<file path="src/hw/rtl/mvad_pkg.sv">
// Shared types, constants and helper functions for the milli-value panel formatter.
package mvad_pkg;

  localparam int unsigned DIGITS_TOTAL  = 8;
  localparam int unsigned MODULE_DIGITS = DIGITS_TOTAL / 2;
  localparam int unsigned POS_W         = $clog2(DIGITS_TOTAL);
  localparam int unsigned DIGIT_W       = $clog2(MODULE_DIGITS);

  localparam int unsigned VALUE_W = 16;
  localparam int unsigned WHOLE_W = 7;
  localparam int unsigned FRAC_W  = 10;
  localparam int unsigned BCD_W   = 4;

  // this product >> RECIP_SHIFT is floor(v / 1000) or one above it for any 16-bit v
  localparam int unsigned RECIP_1000  = 1049;
  localparam int unsigned RECIP_SHIFT = 20;

  // characters 5 and 6 are wired crosswise on the second module
  localparam int unsigned SWAP_POS_A = 5;
  localparam int unsigned SWAP_POS_B = 6;

  typedef enum logic [1:0] {
    CMD_SHOW_VOLT  = 2'd0,
    CMD_SHOW_CURR  = 2'd1,
    CMD_BLANK_VOLT = 2'd2,
    CMD_BLANK_CURR = 2'd3
  } cmd_e;

  typedef logic [6:0] char_t;

  localparam char_t CH_NUL   = 7'h00;
  localparam char_t CH_SPACE = 7'h20;
  localparam char_t CH_DOT   = 7'h2E;
  localparam char_t CH_ZERO  = 7'h30;
  localparam char_t CH_A     = 7'h41;
  localparam char_t CH_V     = 7'h56;

  function automatic char_t swap_bits56(char_t c);
    return {c[5], c[6], c[4:0]};
  endfunction

  function automatic char_t digit_char(logic [BCD_W-1:0] d);
    return CH_ZERO + {3'b000, d};
  endfunction

endpackage

</file>
<file path="src/hw/rtl/mvad_req_if.sv">
// Request channel: command and milli-unit value.
interface mvad_req_if;
  logic        valid;
  logic        ready;
  logic [1:0]  cmd;
  logic [15:0] value_milli;

  modport source (output valid, output cmd, output value_milli, input ready);
  modport sink   (input valid, input cmd, input value_milli, output ready);
endinterface

</file>
<file path="src/hw/rtl/mvad_res_if.sv">
// Result channel: one character write to a display module.
interface mvad_res_if;
  logic       valid;
  logic       ready;
  logic       panel;
  logic       module_res;
  logic [1:0] digit;
  logic [6:0] char_code;
  logic       last;

  modport source (output valid, output panel, output module_res, output digit,
                  output char_code, output last, input ready);
  modport sink   (input valid, input panel, input module_res, input digit,
                  input char_code, input last, output ready);
endinterface

</file>
<file path="src/hw/rtl/milli_value_to_alnum_digits.sv">
// Top level: milli-unit value to eight character writes for two 4-digit modules.
//
// Usage:
//   req_i carries a command (show voltage, show current, blank either panel)
//   and a 16-bit value in milli-units. Each request yields eight writes on
//   res_o, one per cycle while res_o.ready is high: module 0 digits 0..3,
//   then module 1 digits 0..3, the eighth flagged by last.
//   Pipeline: an accepted request passes four register stages (operand,
//   reciprocal product, whole and fraction, decimal digits) and is then
//   loaded into the character buffer, which shifts it out.
//   Throughput: the buffer sends one character per cycle while res_o.ready
//   is high, and loads a new run only after the last write. Up to four
//   further requests are taken into the stages while a run is still being sent.
//   Stall: with res_o.ready low the current write holds; req_i.ready drops
//   while the digit stage holds a request that the buffer cannot load yet,
//   and every stage behind it holds as well.
//   Reset: all stages and the output buffer are emptied; no write is pending.
module milli_value_to_alnum_digits
  import mvad_pkg::*;
(
  input  logic       clk_i,
  input  logic       rst_ni,
  mvad_req_if.sink   req_i,
  mvad_res_if.source res_o
);

  localparam logic [POS_W-1:0] POS_LAST = POS_W'(DIGITS_TOTAL - 1);

  logic adv;
  logic load;
  logic beat;

  // stage 1: operands
  logic                s1_vld_q;
  cmd_e                s1_cmd_q;
  logic [VALUE_W-1:0]  s1_val_q;
  // stage 2: estimated quotient
  logic                s2_vld_q;
  cmd_e                s2_cmd_q;
  logic [VALUE_W-1:0]  s2_val_q;
  logic [WHOLE_W-1:0]  s2_quo_q;
  logic [WHOLE_W-1:0]  s2_quo_d;
  logic [VALUE_W+10:0] quo_prod;
  // stage 3: whole and fraction
  logic                s3_vld_q;
  cmd_e                s3_cmd_q;
  logic [WHOLE_W-1:0]  s3_whole_q;
  logic [FRAC_W-1:0]   s3_frac_q;
  logic [WHOLE_W-1:0]  s3_whole_d;
  logic [FRAC_W-1:0]   s3_frac_d;
  logic [VALUE_W:0]    quo_k;
  logic [VALUE_W:0]    rem_raw;
  logic [VALUE_W:0]    rem_fix;
  logic                quo_over;
  // stage 4: decimal digits
  logic                s4_vld_q;
  cmd_e                s4_cmd_q;
  logic [BCD_W-1:0]    s4_wten_q;
  logic [BCD_W-1:0]    s4_wone_q;
  logic                s4_ge10_q;
  logic [WHOLE_W-1:0]  s4_cv_q;
  logic [BCD_W-1:0]    s4_fone_q;
  logic [10:0]         wt_prod;
  logic [WHOLE_W-1:0]  w_rem;
  logic [17:0]         cv_prod;
  logic [WHOLE_W-1:0]  cv_d;
  logic [FRAC_W-1:0]   f_rem;
  // text
  logic [14:0]         h_prod;
  logic [BCD_W-1:0]    fhun;
  logic [WHOLE_W-1:0]  t_rem;
  logic [BCD_W-1:0]    ften;
  char_t               unit_ch;
  char_t               txt      [DIGITS_TOTAL];
  char_t               chars_d  [DIGITS_TOTAL];
  // output buffer
  logic                out_vld_q;
  logic                out_pnl_q;
  logic [POS_W-1:0]    pos_q;
  char_t               chars_q  [DIGITS_TOTAL];

  assign beat = out_vld_q && res_o.ready;
  assign load = !out_vld_q || (beat && (pos_q == POS_LAST));
  assign adv  = !s4_vld_q || load;

  assign req_i.ready = adv;

  assign quo_prod = (VALUE_W+11)'(s1_val_q) * (VALUE_W+11)'(RECIP_1000);
  assign s2_quo_d = quo_prod[RECIP_SHIFT +: WHOLE_W];

  assign quo_k    = (VALUE_W+1)'(s2_quo_q) * (VALUE_W+1)'(1000);
  assign rem_raw  = {1'b0, s2_val_q} - quo_k;
  assign quo_over = quo_k > {1'b0, s2_val_q};
  assign rem_fix  = rem_raw + (VALUE_W+1)'(1000);
  assign s3_whole_d = quo_over ? s2_quo_q - WHOLE_W'(1) : s2_quo_q;
  assign s3_frac_d  = quo_over ? rem_fix[FRAC_W-1:0] : rem_raw[FRAC_W-1:0];

  assign wt_prod = 11'(s3_whole_q) * 11'd13;
  assign w_rem   = s3_whole_q - WHOLE_W'(wt_prod[10:7]) * WHOLE_W'(10);
  assign cv_prod = 18'(s3_frac_q) * 18'd205;
  assign cv_d    = cv_prod[17:11];
  assign f_rem   = s3_frac_q - FRAC_W'(cv_d) * FRAC_W'(10);

  assign h_prod  = 15'(s4_cv_q) * 15'd205;
  assign fhun    = h_prod[14:11];
  assign t_rem   = s4_cv_q - WHOLE_W'(fhun) * WHOLE_W'(10);
  assign ften    = t_rem[BCD_W-1:0];
  assign unit_ch = (s4_cmd_q == CMD_SHOW_VOLT) ? CH_V : CH_A;

  always_comb begin
    for (int i = 0; i < DIGITS_TOTAL; i++) begin
      txt[i] = CH_SPACE;
    end
    unique case (s4_cmd_q) inside
      CMD_SHOW_VOLT, CMD_SHOW_CURR: begin
        if (s4_ge10_q) begin
          txt[0] = digit_char(s4_wten_q);
          txt[1] = digit_char(s4_wone_q);
          txt[2] = CH_DOT;
          txt[3] = digit_char(fhun);
          txt[4] = digit_char(ften);
          if (s4_cmd_q == CMD_SHOW_VOLT) begin
            txt[5] = CH_SPACE;
            txt[6] = CH_V;
          end else begin
            txt[5] = digit_char(s4_fone_q);
            txt[6] = CH_SPACE;
          end
        end else begin
          txt[0] = digit_char(s4_wone_q);
          txt[1] = CH_DOT;
          txt[2] = digit_char(fhun);
          txt[3] = digit_char(ften);
          txt[4] = digit_char(s4_fone_q);
          txt[5] = CH_SPACE;
          txt[6] = unit_ch;
        end
        txt[7] = CH_NUL;
      end
      CMD_BLANK_VOLT, CMD_BLANK_CURR: begin
        for (int i = 0; i < DIGITS_TOTAL; i++) begin
          txt[i] = CH_SPACE;
        end
      end
      default: begin
        for (int i = 0; i < DIGITS_TOTAL; i++) begin
          txt[i] = CH_SPACE;
        end
      end
    endcase
  end

  always_comb begin
    for (int i = 0; i < DIGITS_TOTAL; i++) begin
      if (i == SWAP_POS_A) begin
        chars_d[i] = swap_bits56(txt[SWAP_POS_B]);
      end else if (i == SWAP_POS_B) begin
        chars_d[i] = swap_bits56(txt[SWAP_POS_A]);
      end else begin
        chars_d[i] = swap_bits56(txt[i]);
      end
    end
  end

  always_ff @(posedge clk_i or negedge rst_ni) begin
    if (!rst_ni) begin
      s1_vld_q <= 1'b0;
      s2_vld_q <= 1'b0;
      s3_vld_q <= 1'b0;
      s4_vld_q <= 1'b0;
    end else if (adv) begin
      s1_vld_q <= req_i.valid;
      s2_vld_q <= s1_vld_q;
      s3_vld_q <= s2_vld_q;
      s4_vld_q <= s3_vld_q;
    end
  end

  always_ff @(posedge clk_i) begin
    if (adv) begin
      s1_cmd_q   <= cmd_e'(req_i.cmd);
      s1_val_q   <= req_i.value_milli;
      s2_cmd_q   <= s1_cmd_q;
      s2_val_q   <= s1_val_q;
      s2_quo_q   <= s2_quo_d;
      s3_cmd_q   <= s2_cmd_q;
      s3_whole_q <= s3_whole_d;
      s3_frac_q  <= s3_frac_d;
      s4_cmd_q   <= s3_cmd_q;
      s4_wten_q  <= wt_prod[10:7];
      s4_wone_q  <= w_rem[BCD_W-1:0];
      s4_ge10_q  <= s3_whole_q >= WHOLE_W'(10);
      s4_cv_q    <= cv_d;
      s4_fone_q  <= f_rem[BCD_W-1:0];
    end
  end

  always_ff @(posedge clk_i or negedge rst_ni) begin
    if (!rst_ni) begin
      out_vld_q <= 1'b0;
      pos_q     <= '0;
    end else if (load) begin
      out_vld_q <= s4_vld_q;
      pos_q     <= '0;
    end else if (beat) begin
      pos_q     <= pos_q + POS_W'(1);
    end
  end

  always_ff @(posedge clk_i) begin
    if (load) begin
      out_pnl_q <= s4_cmd_q[0];
      chars_q   <= chars_d;
    end else if (beat) begin
      for (int i = 0; i < DIGITS_TOTAL - 1; i++) begin
        chars_q[i] <= chars_q[i+1];
      end
      chars_q[DIGITS_TOTAL-1] <= CH_SPACE;
    end
  end

  assign res_o.valid      = out_vld_q;
  assign res_o.panel      = out_pnl_q;
  assign res_o.module_res = pos_q[POS_W-1];
  assign res_o.digit      = pos_q[DIGIT_W-1:0];
  assign res_o.char_code  = chars_q[0];
  assign res_o.last       = pos_q == POS_LAST;

endmodule

</file>
<file path="src/flat_wrapper.sv">
// flat-port wrapper written by rule: the top's interface ports become plain ports
module milli_value_to_alnum_digits_flat import mvad_pkg::*;
  (clk_i, rst_ni, req_i_valid, req_i_cmd, req_i_value_milli, req_i_ready, res_o_valid, res_o_panel, res_o_module_res, res_o_digit, res_o_char_code, res_o_last, res_o_ready);
  mvad_req_if req_i_i ();
  mvad_res_if res_o_i ();
  input  logic clk_i;
  input  logic rst_ni;
  input wire logic [$bits(req_i_i.valid)-1:0] req_i_valid;
  input wire logic [$bits(req_i_i.cmd)-1:0] req_i_cmd;
  input wire logic [$bits(req_i_i.value_milli)-1:0] req_i_value_milli;
  output wire logic [$bits(req_i_i.ready)-1:0] req_i_ready;
  output wire logic [$bits(res_o_i.valid)-1:0] res_o_valid;
  output wire logic [$bits(res_o_i.panel)-1:0] res_o_panel;
  output wire logic [$bits(res_o_i.module_res)-1:0] res_o_module_res;
  output wire logic [$bits(res_o_i.digit)-1:0] res_o_digit;
  output wire logic [$bits(res_o_i.char_code)-1:0] res_o_char_code;
  output wire logic [$bits(res_o_i.last)-1:0] res_o_last;
  input wire logic [$bits(res_o_i.ready)-1:0] res_o_ready;
  assign req_i_i.valid = req_i_valid;
  assign req_i_i.cmd = req_i_cmd;
  assign req_i_i.value_milli = req_i_value_milli;
  assign req_i_ready = req_i_i.ready;
  assign res_o_valid = res_o_i.valid;
  assign res_o_panel = res_o_i.panel;
  assign res_o_module_res = res_o_i.module_res;
  assign res_o_digit = res_o_i.digit;
  assign res_o_char_code = res_o_i.char_code;
  assign res_o_last = res_o_i.last;
  assign res_o_i.ready = res_o_ready;
  milli_value_to_alnum_digits u_core (.clk_i(clk_i), .rst_ni(rst_ni), .req_i(req_i_i), .res_o(res_o_i));
endmodule
</file>
<file path="config.mk">
export PLATFORM = sky130hd
export DESIGN_NAME = milli_value_to_alnum_digits_flat
export DESIGN_NICKNAME = d
export VERILOG_FILES = /design/src/hw/rtl/mvad_pkg.sv /design/src/hw/rtl/mvad_req_if.sv /design/src/hw/rtl/mvad_res_if.sv /design/src/hw/rtl/milli_value_to_alnum_digits.sv /design/src/flat_wrapper.sv
export SDC_FILE = /design/constraint.sdc
export NUM_CORES = 1
export LEC_CHECK = 0
export BUFFER_PORTS_ARGS = -buffer_cell sky130_fd_sc_hd__buf_2
export CAP_MARGIN = 20
export CORE_MARGIN = 2
export CORE_UTILIZATION = 25
export DETAILED_ROUTE_END_ITERATION = 8
export GPL_TIMING_DRIVEN = 0
export PLACE_DENSITY = 0.4
export RECOVER_POWER = 100
export SYNTH_ARGS = -nofsm -noshare
export SYNTH_HDL_FRONTEND = slang
export SYNTH_SLANG_ARGS = --single-unit
</file>
<file path="constraint.sdc">
create_clock -name clk_i -period 6.6 [get_ports clk_i]
set_clock_uncertainty 0.15 [all_clocks]
set_input_delay 0.66 -clock clk_i [delete_from_list [all_inputs] [get_ports clk_i]]
set_output_delay 0.66 -clock clk_i [all_outputs]
set_load 0.005 [all_outputs]
</file>
# [Word-level counts from Yosys, hierarchy flattened]
# Index checks and enable logic that the tools add are counted.
[word_totals] reg_bits=149 in_bits=22 output_inout_bits=14 wordCells=72
[op_classes] add_sub_neg=12 multipliers=8 magnitude_cmp=2 n_eq_ne=2 mux=10 reduce_logical=9
[ops] cell="$mux 56" count=3
[ops] cell="$mux 49" count=1
[ops] cell="$add 6x4->7 const A" count=5
[ops] cell="$mul 16x11->27 const B" count=1
[ops] cell="$mul 10x8->18 const B" count=1
[ops] cell="$gt 17x16->1" count=1
[ops] cell="$mul 7x8->15 const B" count=1
[ops] cell="$mul 7x7->14 const B" count=1
[ops] cell="$mux 14" count=1
[ops] cell="$sub 4x4->4" count=3
[ops] cell="$mul 7x4->11 const B" count=1
[ops] cell="$add 10x10->10 const B" count=1
[ops] cell="$mux 10" count=1
[ops] cell="$sub 10x10->10" count=1
[ops] cell="$mul 4x3->3 const B" count=2
[ops] cell="$ge 7x4->1 const B" count=1
[ops] cell="$mul 7x3->3 const B" count=1
[ops] cell="$mux 7" count=1
[ops] cell="$sub 7x1->7 const B" count=1
[ops] cell="$mux 3" count=2
[ops] cell="$mux 5" count=1
[ops] cell="$add 3x1->3 const B" count=1
[ops] cell="$eq 3x3->1 const B" count=1
[ops] cell="$eq 2x1->1 const B" count=1
[ops] cell="6 further kinds" count=9

# [Depth between registers and ports, before layout]
[logic_depth] ltp_word=7 ltp_mapped=23 ltp_nobuf=22

# [Worst setup path after synthesis]
# Ideal clock, no wire load.
[synth_timing] path_type="reg2reg" from="register u_core.s2_quo_q[1]" to="register u_core.s3_frac_q[7], data pin" setup_time_ps=262 arrival_ps=5406 t_required_ps=6188 slack_ps=782 path_stages_with_launch=20 path_buffers=0 period_less_slack_ps=5818 cell_sequence="edfxtp_1 > fa_1 > fa_1 > inv_1 > fa_1 > fa_1 > inv_1 > ha_1 > nor2b_1 > o21a_1 > o41ai_2 > or4b_1 > o211ai_1 > ha_1 > and3_1 > a31oi_1 > o41ai_2 > nand4b_2 > or3b_1 > xnor2_1"
[synth_via] elab_chain_len=4 elab_cells_between_ends=5 classes_between="add/sub: 2; mul: 1; order compare: 1; mux: 1"
[synth_lines] item="from (decl)" line_no="milli_value_to_alnum_digits.sv:41" text="logic [WHOLE_W-1:0] s2_quo_q;"
[synth_lines] item="from (signal assigned)" line_no="milli_value_to_alnum_digits.sv:185" text="s2_quo_q <= s2_quo_d;"
[synth_lines] item="$mul 7x7->14 (*)" line_no="milli_value_to_alnum_digits.sv:91" text="assign quo_k = (VALUE_W+1)'(s2_quo_q) * (VALUE_W+1)'(1000);"
[synth_lines] item="$sub 10x10->10" line_no="milli_value_to_alnum_digits.sv:92" text="assign rem_raw = {1'b0, s2_val_q} - quo_k;"
[synth_lines] item="$add 10x10->10" line_no="milli_value_to_alnum_digits.sv:94" text="assign rem_fix = rem_raw + (VALUE_W+1)'(1000);"
[synth_lines] item="$mux 10 (*)" line_no="milli_value_to_alnum_digits.sv:96" text="assign s3_frac_d = quo_over ? rem_fix[FRAC_W-1:0] : rem_raw[FRAC_W-1:0];"
[synth_lines] item="net u_core.s3_frac_d[7]" line_no="milli_value_to_alnum_digits.sv:50" text="logic [FRAC_W-1:0] s3_frac_d;"
[synth_lines] item="to (signal assigned)" line_no="milli_value_to_alnum_digits.sv:188" text="s3_frac_q <= s3_frac_d;"
[synth_lines] item="to (decl)" line_no="milli_value_to_alnum_digits.sv:48" text="logic [FRAC_W-1:0] s3_frac_q;"
# The timed path passes the listed nets; every way through them passes the cells marked *.
# A chain may end at the register's enable or synchronous reset.

# [Worst setup path after layout]
[layout_timing] from="register u_core.s2_quo_q[0]" to="register u_core.s3_frac_q[9], data pin"
# The elaborated chain is that of the path after synthesis.

==> run summary <==
status: complete, but fails checks
violated checks: max-capacitance violations, max-slew violations
total core area: 0.04785 mm^2
cell count after placement: 1724
IO Count: 36
Avg WL per Cell: 13.34 um
Synth Instances: 1073
largest net degree at the start of global routing: 64
Mapped Nets: 1414
row cnt: 80
FF/Latch Area: 0.004284 mm^2
area of the multi-input gates: 0.006894 mm^2
root buf cell: clkbuf_16
Worst setup EP type: flop
# nets final: 1478
gr ovfl total: 0
DRT Pass-1 Iters: 4
EDFF count, synth: 136
Hold Path Stages: 1
FMAX: 159.2 MHz
R2R cell count: 17
RSZ-0062 raised after global routing: yes
via-per-instance ratio: 4.141
Hold/Removal Path Class: in2reg
initial antenna violation count: 0
Hold Path Sink: u_core.s1_val_q[10]$_DFFE_PP_
Req. time, crit path: 6.71 ns
worst-margin pin slew: 1.608 ns
die height: 224.4 um
register area share after synthesis: 0.3529
Antenna Cells: 0
Max Fanout on Critical Path: 7
Slew Limit Headroom: -0.07170
most common flop cell mapped by yosys: edfxtp_1
via count: 7309
Skew-Pair Late Insertion Delay: 0.45 ns
worst slack, placed: 0.1246 ns
Mapped Area: 0.01214 mm^2
Iter 0 DRT Violations: 275
Post-Layout Cell Count: 1765
MaxCap Viol Count: 1
min cycle time layout: 6.283 ns
Fin. Hold Viols: 0
Avg Cell Area, Syn: 11.31 um^2
Die X: 224.4 um
vias in the first global route: 7901
RR Startpoint: u_core.s2_quo_q[0]$_DFFE_PP_
Netlist cell types: 62
CTS H-tree depth: 4
total CTS buffers: 17
Tcrit/Tclk final: 0.9520
first-pass GRT wire length: 40240 um
all-layer global routing usage: 0.1023
Die ar.: 0.05034 mm^2
Hold Crit Start: req_i_value_milli[10]
nature of the critical path startpoint: flop
GPL Wtd Cong: 0.7438
share of cells above drive strength 1: 0.06957
Critical Path AT: 6.39 ns
Antenna Nets Post-Route: 0
P&R area growth vs syn: 13.17%
CTS tree: built
Setup CP Type: reg2reg
Synthesis Warnings: 0
final wirelength: 23540 um
DRC viols: 0
fin worst setup slack: 0.3169 ns
final number of setup-violating endpoints: 0
post-DP HPWL: 18670 um
Initial Util: 0.2537
clk sinks: 144
Fin Setup TNS: 0 ns
asr flop ratio synth: 0.05556
synthesis-stage register bit count: 144
DP Area: 0.01315 mm^2
Worst R2R Setup Slack: 0.32 ns
CTS Buffer Depth: 2
reg2reg end: u_core.s3_frac_q[9]$_DFFE_PP_
I/O Buffers: 34
Layout fillers: 4994
Slew Viols, Final: 64
clk slew on worst S/H paths: 0.06 ns
design area: 0.01374 mm^2
[cell usage after synthesis, types with 14 or more instances]
library cell,count,area share
a21o_1,17,0.011
a21oi_1,25,0.010
edfxtp_1,136,0.34
fa_1,70,0.12
ha_1,249,0.26
inv_1,221,0.068
nand2_1,50,0.015
nor2_1,30,0.0093
nor2b_1,16,0.0082
o31ai_1,14,0.0087
xnor2_1,39,0.028
[flip-flops by register name, summed over array words and instances (netlist names), 2 cells and up]
register                cells
u_core.s1_val_q            16
u_core.s3_whole_q           7
u_core.s3_cmd_q             2
u_core.s1_cmd_q             2
u_core.s4_wone_q            4
u_core.pos_q                3
u_core.s4_wten_q            4
u_core.s4_cmd_q             2
u_core.res_o.char_code      7
u_core.s2_val_q            16
u_core.chars_q             44
u_core.s4_fone_q            4
u_core.s2_cmd_q             2
u_core.s3_frac_q           10
u_core.s4_cv_q              7
u_core.s2_quo_q             7
[cell families after synthesis]
family / count (synthesis) / share of synthesized area
buffers and inverters: 243 / 0.07802
AO/OA/AOI/OAI: 133 / 0.07658
XOR/XNOR: 52 / 0.03751
AND/OR/NAND/NOR: 168 / 0.07111
flip-flops: 144 / 0.3529
adder cells (fa/ha/maj): 319 / 0.3720
multiplexers: 14 / 0.01185
[cells in the final DEF, fill, tap and decap left out, drive strengths merged, types with 4 or more instances in the layout]
cell type and count:
a211oi 6, a21o 17, a21oi 26, a31oi 6
and2 8, and3 12, buf 36, clkbuf 48
clkinv 5, dfrtp 8, edfxtp 136, fa 70
ha 249, inv 227, mux2i 11, nand2 50
nand2b 13, nand3 12, nand4 7, nor2 30
nor2b 16, nor3 8, o21a 10, o21ai 20
o21bai 4, o31ai 15, xnor2 39, xor2 13
[area by class of cell]
type,count,area share
multi-input cells,686,0.5018
clock inverters,13,0.01275
flip-flops and latches,144,0.3118
inverters,222,0.06065
repair buffers,45,0.01730
plain buffers,21,0.008196
well taps,615,0.05601
clock buffers,19,0.03151
[critical path, cell delays in order (launching register included)]
cell and delay [ns]:
edfxtp_1 0.55, fa_1 0.58, fa_1 0.52, inv_1 0.05
fa_1 0.48, fa_1 0.52, inv_1 0.04, ha_1 0.33
nor2b_1 0.15, o21a_1 0.19, o41ai_2 0.35, o211ai_1 0.17
ha_1 0.23, or4_1 0.49, o41ai_2 0.53, nand4b_4 0.24
and4bb_1 0.28, xnor2_1 0.25
[stage by stage]
step,hold WS (ns),utilization
2_1_floorplan,0.2144,-
3_3_place_gp,0.2522,0.2734
3_5_place_dp,0.2554,0.2747
4_1_cts,0.2081,0.2877
5_1_grt,0.2198,0.2872
6_report,0.2384,0.2872
[timing repair]
action | CTS | global route
hold buffers | 1 | 0
resized for setup | 0 | 1
endpoints found under the hold margin | 8 | 0
buffers inserted | 0 | 8
setup endpoints to repair | 0 | 12
[layer usage]
layer,global-route usage,wire (um),share of wire,vias to the layer above
li1,-,-,-,3779
met1,0.1251,11080,0.47,3465
met5,0,0,0,-
met2,0.1821,11700,0.50,48
met3,0.01960,472,0.020,17
met4,0.03012,291,0.012,0
[worst max path at each step]
stage | startpoint | to | slack [ns] | cells after the start
floorplan | u_core.s2_quo_q[1]$_DFFE_PP_ | u_core.s3_frac_q[7]$_DFFE_PP_ | 0.78 | 19
global placement | u_core.s2_quo_q[1]$_DFFE_PP_ | u_core.s3_frac_q[9]$_DFFE_PP_ | 0.1 | 17
detailed placement | u_core.s2_quo_q[1]$_DFFE_PP_ | u_core.s3_frac_q[9]$_DFFE_PP_ | 0.12 | 17
CTS | u_core.s2_quo_q[1]$_DFFE_PP_ | u_core.s3_frac_q[9]$_DFFE_PP_ | 0.08 | 17
global route | u_core.s2_quo_q[0]$_DFFE_PP_ | u_core.s3_frac_q[9]$_DFFE_PP_ | -0.007 | 17
finish | u_core.s2_quo_q[0]$_DFFE_PP_ | u_core.s3_frac_q[9]$_DFFE_PP_ | 0.32 | 17
Power is left out: the tool's default activity adds up to more than one toggle a clock period on the data nets, which glitch-free logic cannot reach.
